<file path="src/capacitive_pressure_to_loop_current_defines.svh">
// assertion macros shared by the pressure to loop current block
`ifndef CAPACITIVE_PRESSURE_TO_LOOP_CURRENT_DEFINES_SVH
`define CAPACITIVE_PRESSURE_TO_LOOP_CURRENT_DEFINES_SVH

// same-cycle implication, checked out of reset
`define CPL_ASSERT_IMPL(lbl, clk, rstn, ante, cons) \
    lbl: assert property (@(posedge clk) disable iff (!rstn) (ante) |-> (cons)) \
        else $error("implication check failed");

// next-cycle implication, checked out of reset
`define CPL_ASSERT_NEXT(lbl, clk, rstn, ante, cons) \
    lbl: assert property (@(posedge clk) disable iff (!rstn) (ante) |=> (cons)) \
        else $error("next-cycle check failed");

`endif

</file>
<file path="src/cpl_pkg.sv">
// shared types, constants and helpers for the pressure to loop current block
package cpl_pkg;

    localparam int W_P     = 32;
    localparam int W_T     = 16;
    localparam int W_UA    = 15;
    localparam int W_CFG   = 32;
    localparam int W_IDX   = 3;
    localparam int W_DAMP  = 16;

    localparam int MUL_AW  = 48;
    localparam int MUL_BW  = 34;
    localparam int DIV_NW  = 49;
    localparam int DIV_DW  = 33;

    localparam int SAT_LOW_UA_DEF   = 3800;
    localparam int SAT_HIGH_UA_DEF  = 20500;
    localparam int ALARM_LOW_UA_DEF = 3600;
    localparam int TICK_MS_DEF      = 100;

    localparam int UA_ZERO = 4000;
    localparam int UA_SPAN = 16000;
    localparam int FRAC_LIMIT = 1 << 29;

    localparam logic [W_IDX-1:0] REG_CAP_ZERO   = 3'd0;
    localparam logic [W_IDX-1:0] REG_CAP_FULL   = 3'd1;
    localparam logic [W_IDX-1:0] REG_PRESS_LOW  = 3'd2;
    localparam logic [W_IDX-1:0] REG_PRESS_HIGH = 3'd3;
    localparam logic [W_IDX-1:0] REG_TEMP_REF   = 3'd4;
    localparam logic [W_IDX-1:0] REG_ZERO_TC    = 3'd5;
    localparam logic [W_IDX-1:0] REG_SPAN_TC    = 3'd6;
    localparam logic [W_IDX-1:0] REG_DAMPING    = 3'd7;

    typedef enum logic [2:0] {
        PH_FRAC,
        PH_LIN,
        PH_COEF,
        PH_TEMP,
        PH_FILT,
        PH_CUR
    } t_phase;

    typedef struct packed {
        logic   load;
        logic   start;
        logic   finish;
        t_phase phase;
    } t_cmd;

    typedef struct packed {
        logic sample;
        logic span_zero;
        logic damp_zero;
        logic cur_direct;
        logic unit_done;
        logic out_full;
    } t_stat;

    function automatic logic signed [W_P-1:0] sat32(input logic signed [63:0] v);
        logic signed [63:0] hi;
        logic signed [63:0] lo;
        hi = 64'sh0000_0000_7FFF_FFFF;
        lo = -64'sh0000_0000_8000_0000;
        if (v > hi) begin
            return hi[W_P-1:0];
        end else if (v < lo) begin
            return lo[W_P-1:0];
        end
        return v[W_P-1:0];
    endfunction

endpackage

</file>
<file path="src/capacitive_pressure_to_loop_current.sv">
// top level of the capacitive pressure to 4-20 ma loop current block
//
// input channel: i_in_valid / o_in_ready, one transaction per sensor tick
// carrying delta_cap, temperature and the sample / fault / loop flags.
// output channel: o_out_valid / i_out_ready, one result per input transaction.
// config port: i_cfg_we writes i_cfg_data into register i_cfg_idx, no wait.
// a sample transaction runs through one shared shift-add multiplier and one
// restoring divider: calibration divide (49 iterations), three multiplies
// (34 iterations each), filter divide and current divide (49 iterations
// each). the filter divide is skipped when damping is zero and the current
// divide when the current saturates or the pressure span is zero. a zero
// capacitance span skips the calibration divide and the multiplies; fault
// or idle ticks skip all arithmetic.
// one transaction is in flight at a time; o_in_ready is high only while
// the sequencer is idle.
// the result sits in an output register, so the next transaction is taken
// while it waits; if the receiver still stalls at the end of the next one,
// the sequencer holds there until the register drains.
// reset (synchronous, active low) loads the default calibration and
// clears the damping filter state and the output valid.
module capacitive_pressure_to_loop_current #(
    parameter int SAT_LOW_UA   = cpl_pkg::SAT_LOW_UA_DEF,
    parameter int SAT_HIGH_UA  = cpl_pkg::SAT_HIGH_UA_DEF,
    parameter int ALARM_LOW_UA = cpl_pkg::ALARM_LOW_UA_DEF,
    parameter int TICK_MS      = cpl_pkg::TICK_MS_DEF
) (
    input  logic                           i_clk,
    input  logic                           i_rst_n,
    // configuration writes
    input  logic                           i_cfg_we,
    input  logic [cpl_pkg::W_IDX-1:0]      i_cfg_idx,
    input  logic [cpl_pkg::W_CFG-1:0]      i_cfg_data,
    // input transaction
    input  logic                           i_in_valid,
    output logic                           o_in_ready,
    input  logic signed [cpl_pkg::W_P-1:0] i_delta_cap,
    input  logic signed [cpl_pkg::W_T-1:0] i_temperature,
    input  logic                           i_has_sample,
    input  logic                           i_sensor_fault,
    input  logic                           i_loop_enabled,
    input  logic                           i_drive_allowed,
    // result transaction
    output logic                           o_out_valid,
    input  logic                           i_out_ready,
    output logic signed [cpl_pkg::W_P-1:0] o_pressure_instant,
    output logic signed [cpl_pkg::W_P-1:0] o_pressure_damped,
    output logic [cpl_pkg::W_UA-1:0]       o_current_ua,
    output logic                           o_current_write,
    output logic                           o_alarm_low
);
    cpl_pkg::t_cmd  cmd;
    cpl_pkg::t_stat stat;

    // sequencer
    cpl_ctrl u_ctrl (
        .i_clk       (i_clk),
        .i_rst_n     (i_rst_n),
        .i_in_valid  (i_in_valid),
        .i_out_ready (i_out_ready),
        .i_stat      (stat),
        .o_in_ready  (o_in_ready),
        .o_cmd       (cmd)
    );

    // arithmetic, config registers, filter state and output register
    cpl_dp #(
        .SAT_LOW_UA   (SAT_LOW_UA),
        .SAT_HIGH_UA  (SAT_HIGH_UA),
        .ALARM_LOW_UA (ALARM_LOW_UA),
        .TICK_MS      (TICK_MS)
    ) u_dp (
        .i_clk              (i_clk),
        .i_rst_n            (i_rst_n),
        .i_cfg_we           (i_cfg_we),
        .i_cfg_idx          (i_cfg_idx),
        .i_cfg_data         (i_cfg_data),
        .i_delta_cap        (i_delta_cap),
        .i_temperature      (i_temperature),
        .i_has_sample       (i_has_sample),
        .i_sensor_fault     (i_sensor_fault),
        .i_loop_enabled     (i_loop_enabled),
        .i_drive_allowed    (i_drive_allowed),
        .i_out_ready        (i_out_ready),
        .i_cmd              (cmd),
        .o_stat             (stat),
        .o_out_valid        (o_out_valid),
        .o_pressure_instant (o_pressure_instant),
        .o_pressure_damped  (o_pressure_damped),
        .o_current_ua       (o_current_ua),
        .o_current_write    (o_current_write),
        .o_alarm_low        (o_alarm_low)
    );

endmodule

</file>
<file path="src/cpl_mul.sv">
// shift-add signed multiplier, one multiplier bit per cycle
module cpl_mul #(
    parameter int AW = cpl_pkg::MUL_AW,
    parameter int BW = cpl_pkg::MUL_BW
) (
    input  logic                    i_clk,
    input  logic                    i_rst_n,
    input  logic                    i_start,
    input  logic signed [AW-1:0]    i_a,
    input  logic signed [BW-1:0]    i_b,
    output logic                    o_done,
    output logic signed [AW+BW-1:0] o_prod
);
    localparam int PW = AW + BW;
    localparam int CW = $clog2(BW + 1);

    logic          r_busy;
    logic          r_done;
    logic [CW-1:0] r_cnt;
    logic [PW-1:0] r_mcand;
    logic [BW-1:0] r_mplier;
    logic [PW-1:0] r_acc;
    logic          r_neg;
    logic [AW-1:0] a_mag;
    logic [BW-1:0] b_mag;

    assign a_mag = i_a[AW-1] ? AW'(-i_a) : AW'(i_a);
    assign b_mag = i_b[BW-1] ? BW'(-i_b) : BW'(i_b);

    always_ff @(posedge i_clk) begin
        if (!i_rst_n) begin
            r_busy <= 1'b0;
            r_done <= 1'b0;
            r_cnt  <= '0;
        end else begin
            r_done <= 1'b0;
            if (i_start) begin
                r_busy <= 1'b1;
                r_cnt  <= '0;
            end else if (r_busy) begin
                r_cnt <= r_cnt + CW'(1);
                if (r_cnt == CW'(BW - 1)) begin
                    r_busy <= 1'b0;
                    r_done <= 1'b1;
                end
            end
        end
    end

    always_ff @(posedge i_clk) begin
        if (i_start) begin
            r_mcand  <= PW'(a_mag);
            r_mplier <= b_mag;
            r_acc    <= '0;
            r_neg    <= i_a[AW-1] ^ i_b[BW-1];
        end else if (r_busy) begin
            if (r_mplier[0]) begin
                r_acc <= r_acc + r_mcand;
            end
            r_mcand  <= r_mcand << 1;
            r_mplier <= r_mplier >> 1;
        end
    end

    assign o_done = r_done;
    assign o_prod = r_neg ? -$signed(r_acc) : $signed(r_acc);

endmodule

</file>
<file path="src/cpl_div.sv">
// restoring unsigned divider, one quotient bit per cycle
module cpl_div #(
    parameter int NW = cpl_pkg::DIV_NW,
    parameter int DW = cpl_pkg::DIV_DW
) (
    input  logic          i_clk,
    input  logic          i_rst_n,
    input  logic          i_start,
    input  logic [NW-1:0] i_num,
    input  logic [DW-1:0] i_den,
    output logic          o_done,
    output logic [NW-1:0] o_quo
);
    localparam int CW = $clog2(NW + 1);

    logic          r_busy;
    logic          r_done;
    logic [CW-1:0] r_cnt;
    logic [DW-1:0] r_rem;
    logic [DW-1:0] r_den;
    logic [NW-1:0] r_quo;
    logic [DW:0]   trial;
    logic [DW:0]   diff;
    logic          fits;

    assign trial = {r_rem, r_quo[NW-1]};
    assign diff  = trial - {1'b0, r_den};
    assign fits  = trial >= {1'b0, r_den};

    always_ff @(posedge i_clk) begin
        if (!i_rst_n) begin
            r_busy <= 1'b0;
            r_done <= 1'b0;
            r_cnt  <= '0;
        end else begin
            r_done <= 1'b0;
            if (i_start) begin
                r_busy <= 1'b1;
                r_cnt  <= '0;
            end else if (r_busy) begin
                r_cnt <= r_cnt + CW'(1);
                if (r_cnt == CW'(NW - 1)) begin
                    r_busy <= 1'b0;
                    r_done <= 1'b1;
                end
            end
        end
    end

    always_ff @(posedge i_clk) begin
        if (i_start) begin
            r_rem <= '0;
            r_den <= i_den;
            r_quo <= i_num;
        end else if (r_busy) begin
            r_rem <= fits ? diff[DW-1:0] : trial[DW-1:0];
            r_quo <= {r_quo[NW-2:0], fits};
        end
    end

    assign o_done = r_done;
    assign o_quo  = r_quo;

endmodule

</file>
<file path="src/cpl_dp.sv">
// datapath: registers, calibration arithmetic, filter, current mapping
module cpl_dp #(
    parameter int SAT_LOW_UA   = cpl_pkg::SAT_LOW_UA_DEF,
    parameter int SAT_HIGH_UA  = cpl_pkg::SAT_HIGH_UA_DEF,
    parameter int ALARM_LOW_UA = cpl_pkg::ALARM_LOW_UA_DEF,
    parameter int TICK_MS      = cpl_pkg::TICK_MS_DEF
) (
    input  logic                               i_clk,
    input  logic                               i_rst_n,
    input  logic                               i_cfg_we,
    input  logic [cpl_pkg::W_IDX-1:0]          i_cfg_idx,
    input  logic [cpl_pkg::W_CFG-1:0]          i_cfg_data,
    input  logic signed [cpl_pkg::W_P-1:0]     i_delta_cap,
    input  logic signed [cpl_pkg::W_T-1:0]     i_temperature,
    input  logic                               i_has_sample,
    input  logic                               i_sensor_fault,
    input  logic                               i_loop_enabled,
    input  logic                               i_drive_allowed,
    input  logic                               i_out_ready,
    input  cpl_pkg::t_cmd                      i_cmd,
    output cpl_pkg::t_stat                     o_stat,
    output logic                               o_out_valid,
    output logic signed [cpl_pkg::W_P-1:0]     o_pressure_instant,
    output logic signed [cpl_pkg::W_P-1:0]     o_pressure_damped,
    output logic [cpl_pkg::W_UA-1:0]           o_current_ua,
    output logic                               o_current_write,
    output logic                               o_alarm_low
);
    localparam int P = cpl_pkg::W_P;
    localparam int AW = cpl_pkg::MUL_AW;
    localparam int BW = cpl_pkg::MUL_BW;
    localparam int NW = cpl_pkg::DIV_NW;
    localparam int DW = cpl_pkg::DIV_DW;
    localparam int UW = cpl_pkg::W_UA;

    // configuration
    logic signed [P-1:0]              r_cap_zero, r_cap_full, r_press_low, r_press_high;
    logic signed [cpl_pkg::W_T-1:0]   r_temp_ref;
    logic signed [P-1:0]              r_zero_tc, r_span_tc;
    logic [cpl_pkg::W_DAMP-1:0]       r_damp;

    // captured transaction
    logic signed [P-1:0]              r_dc;
    logic signed [cpl_pkg::W_T-1:0]   r_temp;
    logic                             r_sample, r_fault, r_en, r_allow;

    // working values
    logic signed [30:0]               r_frac;
    logic signed [47:0]               r_plin;
    logic signed [46:0]               r_coef;
    logic signed [P-1:0]              r_pinst;
    logic signed [P-1:0]              r_y;
    logic [UW-1:0]                    r_ua;
    logic                             r_out_valid;

    logic signed [32:0]      span, dcd, pdiff, fdiff;
    logic signed [48:0]      num;
    logic [NW-1:0]           num_mag;
    logic [DW-1:0]           span_mag;
    logic                    frac_neg;
    logic signed [16:0]      dtemp;
    logic signed [AW-1:0]    mul_a;
    logic signed [BW-1:0]    mul_b;
    logic                    mul_start, mul_done;
    logic signed [AW+BW-1:0] prod;
    logic [NW-1:0]           div_num, quo;
    logic [DW-1:0]           div_den;
    logic                    div_start, div_done;
    logic [29:0]             frac_sat;
    logic [DW-1:0]           fdiff_mag;
    logic signed [33:0]      fstep, ysum, s34, d34, sn, dn;
    logic signed [56:0]      ptmp;
    logic                    span_zero, damp_zero, cur_direct;
    logic [UW-1:0]           ua_direct;

    assign span      = 33'(r_cap_full) - 33'(r_cap_zero);
    assign span_zero = (r_cap_full == r_cap_zero);
    assign damp_zero = (r_damp == '0);
    assign dcd       = 33'(r_dc) - 33'(r_cap_zero);
    assign num       = {dcd, 16'b0};
    assign num_mag   = num[48] ? NW'(-num) : NW'(num);
    assign span_mag  = span[32] ? DW'(-span) : DW'(span);
    assign frac_neg  = num[48] ^ span[32];
    assign pdiff     = 33'(r_press_high) - 33'(r_press_low);
    assign dtemp     = 17'(r_temp) - 17'(r_temp_ref);
    assign fdiff     = 33'(r_pinst) - 33'(r_y);
    assign fdiff_mag = fdiff[32] ? DW'(-fdiff) : DW'(fdiff);

    // current mapping on the filtered value, direction follows the span sign
    assign s34 = 34'(pdiff);
    assign d34 = 34'(r_y) - 34'(r_press_low);
    assign sn  = s34[33] ? -s34 : s34;
    assign dn  = s34[33] ? -d34 : d34;
    assign cur_direct = (s34 == '0) || dn[33] || (dn > sn);

    always_comb begin
        if (s34 == '0) begin
            ua_direct = UW'(cpl_pkg::UA_ZERO);
        end else if (dn[33]) begin
            ua_direct = UW'(SAT_LOW_UA);
        end else begin
            ua_direct = UW'(SAT_HIGH_UA);
        end
    end

    // operand selection
    always_comb begin
        unique case (i_cmd.phase)
            cpl_pkg::PH_LIN: begin
                mul_a = AW'(pdiff);
                mul_b = BW'(r_frac);
            end
            cpl_pkg::PH_COEF: begin
                mul_a = AW'(r_span_tc);
                mul_b = BW'(r_frac);
            end
            default: begin
                mul_a = AW'(r_coef);
                mul_b = BW'(dtemp);
            end
        endcase
    end

    always_comb begin
        unique case (i_cmd.phase)
            cpl_pkg::PH_FILT: begin
                div_num = NW'(fdiff_mag) * NW'(TICK_MS);
                div_den = DW'(r_damp) + DW'(TICK_MS);
            end
            cpl_pkg::PH_CUR: begin
                div_num = NW'(dn[32:0]) * NW'(cpl_pkg::UA_SPAN);
                div_den = sn[DW-1:0];
            end
            default: begin
                div_num = num_mag;
                div_den = span_mag;
            end
        endcase
    end

    assign mul_start = i_cmd.start && (i_cmd.phase == cpl_pkg::PH_LIN ||
                       i_cmd.phase == cpl_pkg::PH_COEF || i_cmd.phase == cpl_pkg::PH_TEMP);
    assign div_start = i_cmd.start && (i_cmd.phase == cpl_pkg::PH_FRAC ||
                       (i_cmd.phase == cpl_pkg::PH_FILT && !damp_zero) ||
                       (i_cmd.phase == cpl_pkg::PH_CUR && !cur_direct));

    cpl_mul #(.AW(AW), .BW(BW)) u_mul (
        .i_clk   (i_clk),
        .i_rst_n (i_rst_n),
        .i_start (mul_start),
        .i_a     (mul_a),
        .i_b     (mul_b),
        .o_done  (mul_done),
        .o_prod  (prod)
    );

    cpl_div #(.NW(NW), .DW(DW)) u_div (
        .i_clk   (i_clk),
        .i_rst_n (i_rst_n),
        .i_start (div_start),
        .i_num   (div_num),
        .i_den   (div_den),
        .o_done  (div_done),
        .o_quo   (quo)
    );

    assign frac_sat = (quo > NW'(cpl_pkg::FRAC_LIMIT)) ? 30'(cpl_pkg::FRAC_LIMIT) : quo[29:0];
    assign fstep    = fdiff[32] ? -34'(quo[32:0]) : 34'(quo[32:0]);
    assign ysum     = 34'(r_y) + fstep;
    assign ptmp     = 57'(r_plin) - 57'(prod >>> 8);

    // configuration registers
    always_ff @(posedge i_clk) begin
        if (!i_rst_n) begin
            r_cap_zero   <= '0;
            r_cap_full   <= '0;
            r_press_low  <= '0;
            r_press_high <= 32'sd655360;
            r_temp_ref   <= 16'sd6400;
            r_zero_tc    <= '0;
            r_span_tc    <= '0;
            r_damp       <= '0;
        end else if (i_cfg_we) begin
            unique case (i_cfg_idx)
                cpl_pkg::REG_CAP_ZERO:   r_cap_zero   <= i_cfg_data;
                cpl_pkg::REG_CAP_FULL:   r_cap_full   <= i_cfg_data;
                cpl_pkg::REG_PRESS_LOW:  r_press_low  <= i_cfg_data;
                cpl_pkg::REG_PRESS_HIGH: r_press_high <= i_cfg_data;
                cpl_pkg::REG_TEMP_REF:   r_temp_ref   <= i_cfg_data[cpl_pkg::W_T-1:0];
                cpl_pkg::REG_ZERO_TC:    r_zero_tc    <= i_cfg_data;
                cpl_pkg::REG_SPAN_TC:    r_span_tc    <= i_cfg_data;
                cpl_pkg::REG_DAMPING:    r_damp       <= i_cfg_data[cpl_pkg::W_DAMP-1:0];
            endcase
        end
    end

    // payload and working registers
    always_ff @(posedge i_clk) begin
        if (i_cmd.load) begin
            r_dc     <= i_delta_cap;
            r_temp   <= i_temperature;
            r_sample <= i_has_sample;
            r_fault  <= i_sensor_fault;
            r_en     <= i_loop_enabled;
            r_allow  <= i_drive_allowed;
            r_pinst  <= r_press_low;
        end
        if (div_done) begin
            unique case (i_cmd.phase)
                cpl_pkg::PH_FRAC: r_frac <= frac_neg ? -31'(frac_sat) : 31'(frac_sat);
                cpl_pkg::PH_CUR:  r_ua   <= UW'(quo[13:0]) + UW'(cpl_pkg::UA_ZERO);
                default: ;
            endcase
        end
        if (mul_done) begin
            unique case (i_cmd.phase)
                cpl_pkg::PH_LIN:  r_plin  <= 48'(r_press_low) + 48'(prod >>> 16);
                cpl_pkg::PH_COEF: r_coef  <= 47'(r_zero_tc) + 47'(prod >>> 16);
                default:          r_pinst <= cpl_pkg::sat32(64'(ptmp));
            endcase
        end
        if (i_cmd.start && i_cmd.phase == cpl_pkg::PH_CUR && cur_direct) begin
            r_ua <= ua_direct;
        end
        if (i_cmd.finish) begin
            o_pressure_instant <= r_sample ? r_pinst : '0;
            o_pressure_damped  <= r_y;
            o_current_ua       <= r_sample ? r_ua :
                                  (r_fault ? UW'(ALARM_LOW_UA) : '0);
            o_current_write    <= r_sample ? (r_en && r_allow) : (r_fault && r_en);
            o_alarm_low        <= !r_sample && r_fault;
        end
    end

    // filter state and output valid
    always_ff @(posedge i_clk) begin
        if (!i_rst_n) begin
            r_y         <= '0;
            r_out_valid <= 1'b0;
        end else begin
            if (i_cmd.start && i_cmd.phase == cpl_pkg::PH_FILT && damp_zero) begin
                r_y <= r_pinst;
            end else if (div_done && i_cmd.phase == cpl_pkg::PH_FILT) begin
                r_y <= cpl_pkg::sat32(64'(ysum));
            end
            if (i_cmd.finish) begin
                r_out_valid <= 1'b1;
            end else if (i_out_ready) begin
                r_out_valid <= 1'b0;
            end
        end
    end

    assign o_out_valid       = r_out_valid;
    assign o_stat.sample     = r_sample;
    assign o_stat.span_zero  = span_zero;
    assign o_stat.damp_zero  = damp_zero;
    assign o_stat.cur_direct = cur_direct;
    assign o_stat.unit_done  = mul_done || div_done;
    assign o_stat.out_full   = r_out_valid;

endmodule

</file>
<file path="src/cpl_ctrl.sv">
// sequencer that steps the datapath through one transaction
`include "capacitive_pressure_to_loop_current_defines.svh"

module cpl_ctrl (
    input  logic           i_clk,
    input  logic           i_rst_n,
    input  logic           i_in_valid,
    input  logic           i_out_ready,
    input  cpl_pkg::t_stat i_stat,
    output logic           o_in_ready,
    output cpl_pkg::t_cmd  o_cmd
);
    typedef enum logic [3:0] {
        S_IDLE,
        S_DISPATCH,
        S_FRAC_GO,
        S_FRAC_WAIT,
        S_LIN_GO,
        S_LIN_WAIT,
        S_COEF_GO,
        S_COEF_WAIT,
        S_TEMP_GO,
        S_TEMP_WAIT,
        S_FILT_GO,
        S_FILT_WAIT,
        S_CUR_GO,
        S_CUR_WAIT,
        S_FIN
    } t_state;

    t_state r_state;
    t_state n_state;

    always_comb begin
        o_cmd.load   = 1'b0;
        o_cmd.start  = 1'b0;
        o_cmd.finish = 1'b0;
        o_cmd.phase  = cpl_pkg::PH_FRAC;
        n_state      = r_state;
        unique case (r_state)
            S_IDLE: begin
                o_cmd.load = i_in_valid;
                if (i_in_valid) begin
                    n_state = S_DISPATCH;
                end
            end
            S_DISPATCH: begin
                if (!i_stat.sample) begin
                    n_state = S_FIN;
                end else if (i_stat.span_zero) begin
                    n_state = S_FILT_GO;
                end else begin
                    n_state = S_FRAC_GO;
                end
            end
            S_FRAC_GO: begin
                o_cmd.start = 1'b1;
                n_state     = S_FRAC_WAIT;
            end
            S_FRAC_WAIT: begin
                if (i_stat.unit_done) begin
                    n_state = S_LIN_GO;
                end
            end
            S_LIN_GO: begin
                o_cmd.start = 1'b1;
                o_cmd.phase = cpl_pkg::PH_LIN;
                n_state     = S_LIN_WAIT;
            end
            S_LIN_WAIT: begin
                o_cmd.phase = cpl_pkg::PH_LIN;
                if (i_stat.unit_done) begin
                    n_state = S_COEF_GO;
                end
            end
            S_COEF_GO: begin
                o_cmd.start = 1'b1;
                o_cmd.phase = cpl_pkg::PH_COEF;
                n_state     = S_COEF_WAIT;
            end
            S_COEF_WAIT: begin
                o_cmd.phase = cpl_pkg::PH_COEF;
                if (i_stat.unit_done) begin
                    n_state = S_TEMP_GO;
                end
            end
            S_TEMP_GO: begin
                o_cmd.start = 1'b1;
                o_cmd.phase = cpl_pkg::PH_TEMP;
                n_state     = S_TEMP_WAIT;
            end
            S_TEMP_WAIT: begin
                o_cmd.phase = cpl_pkg::PH_TEMP;
                if (i_stat.unit_done) begin
                    n_state = S_FILT_GO;
                end
            end
            S_FILT_GO: begin
                o_cmd.start = 1'b1;
                o_cmd.phase = cpl_pkg::PH_FILT;
                n_state     = i_stat.damp_zero ? S_CUR_GO : S_FILT_WAIT;
            end
            S_FILT_WAIT: begin
                o_cmd.phase = cpl_pkg::PH_FILT;
                if (i_stat.unit_done) begin
                    n_state = S_CUR_GO;
                end
            end
            S_CUR_GO: begin
                o_cmd.start = 1'b1;
                o_cmd.phase = cpl_pkg::PH_CUR;
                n_state     = i_stat.cur_direct ? S_FIN : S_CUR_WAIT;
            end
            S_CUR_WAIT: begin
                o_cmd.phase = cpl_pkg::PH_CUR;
                if (i_stat.unit_done) begin
                    n_state = S_FIN;
                end
            end
            S_FIN: begin
                if (!i_stat.out_full || i_out_ready) begin
                    o_cmd.finish = 1'b1;
                    n_state      = S_IDLE;
                end
            end
            default: n_state = S_IDLE;
        endcase
    end

    always_ff @(posedge i_clk) begin
        if (!i_rst_n) begin
            r_state <= S_IDLE;
        end else begin
            r_state <= n_state;
        end
    end

    assign o_in_ready = (r_state == S_IDLE);

    `CPL_ASSERT_NEXT(a_load_leaves_idle, i_clk, i_rst_n, o_cmd.load, r_state != S_IDLE)
    `CPL_ASSERT_IMPL(a_no_done_in_idle, i_clk, i_rst_n, r_state == S_IDLE, !i_stat.unit_done)
    `CPL_ASSERT_NEXT(a_finish_to_idle, i_clk, i_rst_n, o_cmd.finish, r_state == S_IDLE)

endmodule
</file>
<file path="config.mk">
export PLATFORM = sky130hd
export DESIGN_NAME = capacitive_pressure_to_loop_current
export DESIGN_NICKNAME = d
export VERILOG_FILES = /design/src/cpl_pkg.sv /design/src/capacitive_pressure_to_loop_current.sv /design/src/cpl_mul.sv /design/src/cpl_div.sv /design/src/cpl_dp.sv /design/src/cpl_ctrl.sv
export VERILOG_INCLUDE_DIRS = /design/src /design/src/src
export SDC_FILE = /design/constraint.sdc
export NUM_CORES = 2
export LEC_CHECK = 0
export ABC_AREA = 1
export BUFFER_PORTS_ARGS = -buffer_cell sky130_fd_sc_hd__clkbuf_2
export CELL_PAD_IN_SITES_DETAIL_PLACEMENT = 1
export CELL_PAD_IN_SITES_GLOBAL_PLACEMENT = 2
export CORE_AREA = 2 2 454 456
export CTS_CLUSTER_SIZE = 8
export DETAILED_ROUTE_END_ITERATION = 10
export DIE_AREA = 0 0 456 458
export PLACE_DENSITY = 0.91
export SETUP_SLACK_MARGIN = 0.4
export SYNTH_ARGS = -nofsm -noshare
export SYNTH_HDL_FRONTEND = slang
export SYNTH_SLANG_ARGS = --single-unit
</file>
<file path="constraint.sdc">
create_clock -name i_clk -period 10.4 [get_ports i_clk]
set_input_delay 1.04 -clock i_clk [delete_from_list [all_inputs] [get_ports i_clk]]
set_output_delay 1.04 -clock i_clk [all_outputs]
set_load 0.005 [all_outputs]
</file>
Word level (Yosys, flattened, before mapping)
Cells that the tools add are included.
- output and inout port bits: 83
- register bits: 897
- logic and storage cells: 257
- bitwise gates (word level): 5
- $mul: 2
- multiplexer cells: 78
- reduce and logical (&&, ||, !) cells: 60
- add/sub/neg operators: 26
- equality and inequality tests: 37
- magnitude comparators: 7
- operators by type and width (cell ; count):
    $mux W32 ; 11
    $mux W34 ; 7
    $sub A32 B32 Y33 ; 5
    $mux W49 ; 3
    $mux W48 ; 3
    $mux W33 ; 3
    $pmux W49 S2 ; 1
    $pmux W48 S2 ; 1
    $mux W15 ; 6
    $add A82 B82 Y82 ; 1
    $neg A33 Y34 ; 2
    $neg A34 Y34 ; 2
    $neg A33 Y33 ; 2
    $pmux W33 S2 ; 1
    $mux W65 ; 1
    $neg A65 Y65 ; 1
    $mux W30 ; 2
    $pmux W4 S15 ; 1
    $gt A57 B32 Y1 const B ; 1
    $lt A57 B32 Y1 const B ; 1
    $sub A48 B57 Y57 ; 1
    $gt A49 B30 Y1 const B ; 1
    $neg A49 Y49 ; 1
    $add A32 B48 Y48 ; 1
    47 further kinds ; 156

Longest topological paths before layout
- depth in word-level cells: 12
- gate-level depth with buffers: 48
- depth with buffers taken out: 47

By module
Synthesis repeated with hierarchy kept, for this count alone.
- cell total of the unflattened synthesis: 13250
- area, all modules: 87418.8 um2
- by module, submodules not included (module ; instances ; cells each ; area each (um2) ; sequential area each (um2)):
    cpl_dp ; 1 ; 8557 ; 59007.8 ; 14013.4
    cpl_mul ; 1 ; 3480 ; 20166.8 ; 4974.8
    cpl_div ; 1 ; 1125 ; 7758.7 ; 3283.1
    cpl_ctrl ; 1 ; 88 ; 485.5 ; 80.1

Least setup slack after synthesis
No wires, ideal clock.
- path kind: reg-to-reg
- from: reg u_dp.r_press_low[31]
- to: reg u_dp.u_div.r_quo[46], in the netlist u_dp.u_div.o_quo[46] (data pin)
- path buffers: 4
- path slack: 2762 ps
- data arrival time: 7386 ps
- period minus slack after synthesis: 7638 ps
- library setup time: 252 ps
- stages on the path, launching flop included: 43
- path through: dfxtp_1 inv_1 ha_1 nand2_1 nor2_1 nand2_1 o211ai_1 nor2_1 nand2_1 nand2_1 nand2_4 buf_6 buf_6 clkbuf_1 clkbuf_1 nand2_1 xor2_1 inv_1 [7 not listed] nor2_1 nand2_1 o211ai_1 nand3_1 o2111ai_1 a21oi_1 o21ai_0 nand2_1 o211ai_1 nand3_1 nand2_1 nand3_1 nand2_1 a21oi_1 o21ai_0 o21ai_0 nand2_1 nand2_1
- cells in the longest elaborated chain, start to end: 10
- RTL lines (what ; RTL line ; source):
    from (decl) ; cpl_dp.sv:37 ; logic signed [P-1:0] r_cap_zero, r_cap_full, r_press_low, r_press_high;
    from (signal assigned) ; cpl_dp.sv:187 ; cpl_pkg::REG_PRESS_LOW: r_press_low <= i_cfg_data;
    parallel branches: the longest is 9 deep, another holds $mul A33 B7 Y40 ; - ;
    $mux W49 (*) ; cpl_div.sv:51 ; if (i_start) begin
    to (signal assigned) ; cpl_div.sv:54 ; r_quo <= i_num;
    to (signal assigned) ; cpl_div.sv:57 ; r_quo <= {r_quo[NW-2:0], fits};
    to (decl) ; cpl_div.sv:21 ; logic [NW-1:0] r_quo;
Mark *: on every way between the ends.
A chain may end at the register's enable or synchronous reset.

Worst setup path after layout
Ends and elaborated chain as after synthesis.

==> results by group <==
Timing
  • Setup TNS: 0 ns
  • Final Hold Viols: 0
  • Final-report setup violation count: 0
  • Slew HR: between 4 and 5%
  • Fin crit period: 9.16 ns
  • Worst Tran Pin Value: between 1 and 1.5 ns
  • F_max: between 100 and 150 MHz
  • RSZ-0062 raised after global routing: no
  • Final cycle utilization of the critical path: between 80 and 90%
  • Setup Skew: 0.0656 ns
  • Slew Viols, Final: 0

Logic synthesis
  • Ys Warns: 0
  • Ys flop type: edfxtp_1
  • Post-synthesis cell type count: 77
  • Area share of the largest cell type after synthesis: between 15 and 20%
  • Mapped cell area: 77200 sq um
  • Flops & latches, synth: 863
  • Synth top area cells: edfxtp_1 (17%), ha_1 (11%), dfxtp_1 (11%)
  • Syn nets: 11800
  • Async SR Flop Fraction: 0%
  • Post-synth EDFFs: approximately 440
  • Cell count after synthesis: approximately 11000
  • Sequential cell area fraction in the yosys report: between 20% and 30%
  • Yosys top cell by area: edfxtp_1
  • Avg Cell Area, Syn: 7.09 sq um

Drt
  • Final WL: around 330 mm
  • Drt first pass iters: 8
  • Via density: 5.53
  • Antenna Nets Post-Route: 0
  • Post-DR wirelength/cell: 23.6 um
  • Residual DRC: 0
  • First DRT Iteration DRCs: 5877
  • DR vias: 76500

Critical path
  • Number of buffer and inverter stages on the critical path: 4
  • Crit path kind: flip-flop to flip-flop
  • Worst setup EP type: flip-flop
  • Top delay family on crit path: adder cells
  • Startpoint Class: flip-flop
  • CP required: 10.95 ns
  • Slowest cell on crit path: dfxtp_1
  • Critical Path AT: 9.72 ns
  • Worst Path Max Fanout: 24
  • CP dominant cell by count: nand2_1
  • Worst path max stage delay: 0.87 ns

Layout
  • Layout cells sized above 1: about 5.9%
  • Commonest non-fill, non-tap cell in the layout: nand2_1
  • Most frequent cells in the layout: nand2_1 (2154), inv_1 (1661), nor2_1 (1075), a21oi_1 (1048), o21ai_0 (842)
  • Layout fillers: 25800
  • Final cell count without fillers: 13800
  • Area growth from synthesis to layout: 10.4%
  • Nets@finish: ~12000

Placed design
  • Hpwl dp: approximately 260 mm
  • GPL Wtd Cong: 0.981
  • IO Port Bufs: 174
  • # placed instances: 13600

Clocking
  • Hold buffer count at CTS: 0
  • Resized cells post-CTS: 0
  • Worst-path clk slew: 0.05 ns
  • TritonCTS clock tree: done
  • Worst skew pair latency: 0.84 ns
  • Clock buffer depth: 3
  • H-tree levels: 4
  • Clk sinks: between 800 and 900
  • Clock root buffer master: clkbuf_16
  • Post-CTS setup buffer count: 0
  • CTS buffer count: roughly 130

Die
  • Rows: 166
  • IO Count: 175
  • Die area: 209000 sq um
  • Core area: 204000 sq um
  • Die Span Y: 458 um
  • Die width: between 400 and 500 um
  • Starting Density: a little under two fifths

Min path
  • Hold Crit Class: primary input to flip-flop

Global route
  • Initial antenna violation count: 19
  • Grt ovf: 0
  • Vias in the first global route: 77800
  • Pin count of the biggest net entering global routing: 91
  • Tot GR Track Use: 30.4%
  • Global-route wire length before repair: 484 mm

Flow run
  • Max-cap violations: 0

Run status
  • Outcome: finished, final reports clean
## synthesized netlist by cell type (all sizes together) (3+ instances only)
library cell,instances
a211oi,9
a21boi,29
a21o,27
a21oi,1064
a221oi,8
a311oi,3
a31oi,117
a41oi,4
and2,7
and3,5
buf,64
clkbuf,199
clkinv,3
dfxtp,424
edfxtp,439
fa,154
ha,682
inv,1689
nand2,2194
nand3,444
nand3b,34
nand4,115
nor2,1107
nor3,142
nor4,39
o2111ai,9
o211a,4
o211ai,58
o21a,55
o21ai,886
o21bai,39
o221a,3
o221ai,62
o22a,6
o22ai,16
o31ai,20
o41ai,4
or2,72
xnor2,169
xor2,461
## layout make-up
cell class                 instances  area [sq um]  area share, %
antenna                            5          12.5         0.0147
clock buffer                     206          3620           4.25
clock inverter                    20           370          0.434
inverter                        1692          6350           7.46
multi-input combinational       8071         48100           56.5
sequential                       863         21700           25.4
tap                             2688          3360           3.95
timing repair buffer             283          1710           2.00
## metrics by stage
stage | area (sq um) | hold WS [ns] | worst slack, ns | utilization [%]
after global placement | 81200 | 0.447 | 1.55 | 39.9
after global routing | 85200 | 0.353 | 0.636 | 41.8
final | 85200 | 0.388 | 1.24 | 41.8
after detailed placement | 81200 | 0.454 | 1.38 | 39.9
after floorplan | 77200 | 0.433 | 2.76 | -
after CTS | 85200 | 0.338 | 1.32 | 41.8
## sequential cells by signal (all words and copies together), names as in the netlist, 33 cells and up
register and count:
u_dp.u_mul.r_acc 65, u_dp.u_mul.r_mcand 65, u_dp.u_div.o_quo 49, u_dp.r_plin 48, u_dp.r_coef 47, u_dp.u_mul.r_mplier 34, u_dp.u_div.r_den 33, u_dp.u_div.r_rem 33
## kinds of logic (layout without fill, tap and decap cells)
group	Yosys count	after routing	synth area share, %
buffers and inverters	1955	2201	9.71
adder cells (fa/ha/maj)	836	836	15.0
multiplexers	2	2	0.0259
AND/OR/NAND/NOR	4166	4166	22.5
AO/OA/AOI/OAI	2435	2435	17.5
other	2	7	0.00972
XOR/XNOR	630	630	7.15
flip-flops	863	863	28.1
## worst reg2reg max path, delay by kind of cell (launching register included)
kind                     cells  cell delay (ns)
buffers and inverters        4             1.16
XOR/XNOR                     1             0.82
AND/OR/NAND/NOR             17             1.86
adder cells (fa/ha/maj)      6             2.88
flip-flops                   1             0.87
AO/OA/AOI/OAI                8             1.30
## path summary, 6_finish.rpt
check | depth (start not counted) | start | to | slack [ns]
max | 36 | u_dp.r_press_low[31] | u_dp.u_div.o_quo[46] | 1.24
min | 1 | i_temperature[0] | u_dp.r_temp[0] | 0.39
max reg2reg | 36 | u_dp.r_press_low[31] | u_dp.u_div.o_quo[46] | 1.24
min reg2reg | 2 | u_dp.r_temp_ref[2] | u_dp.r_temp_ref[2] | 0.46
## metal layers
metal  share of wire, %  routed length (um)  track usage, %
met4                5.0               16300            13.4
met3                6.5               21200            5.30
met2                 46              148000            49.9
met5              0.021                  69               0
met1                 43              140000            39.0
Power is left out: the tool's default activity adds up to more than one toggle a clock period on the data nets, which glitch-free logic cannot reach.
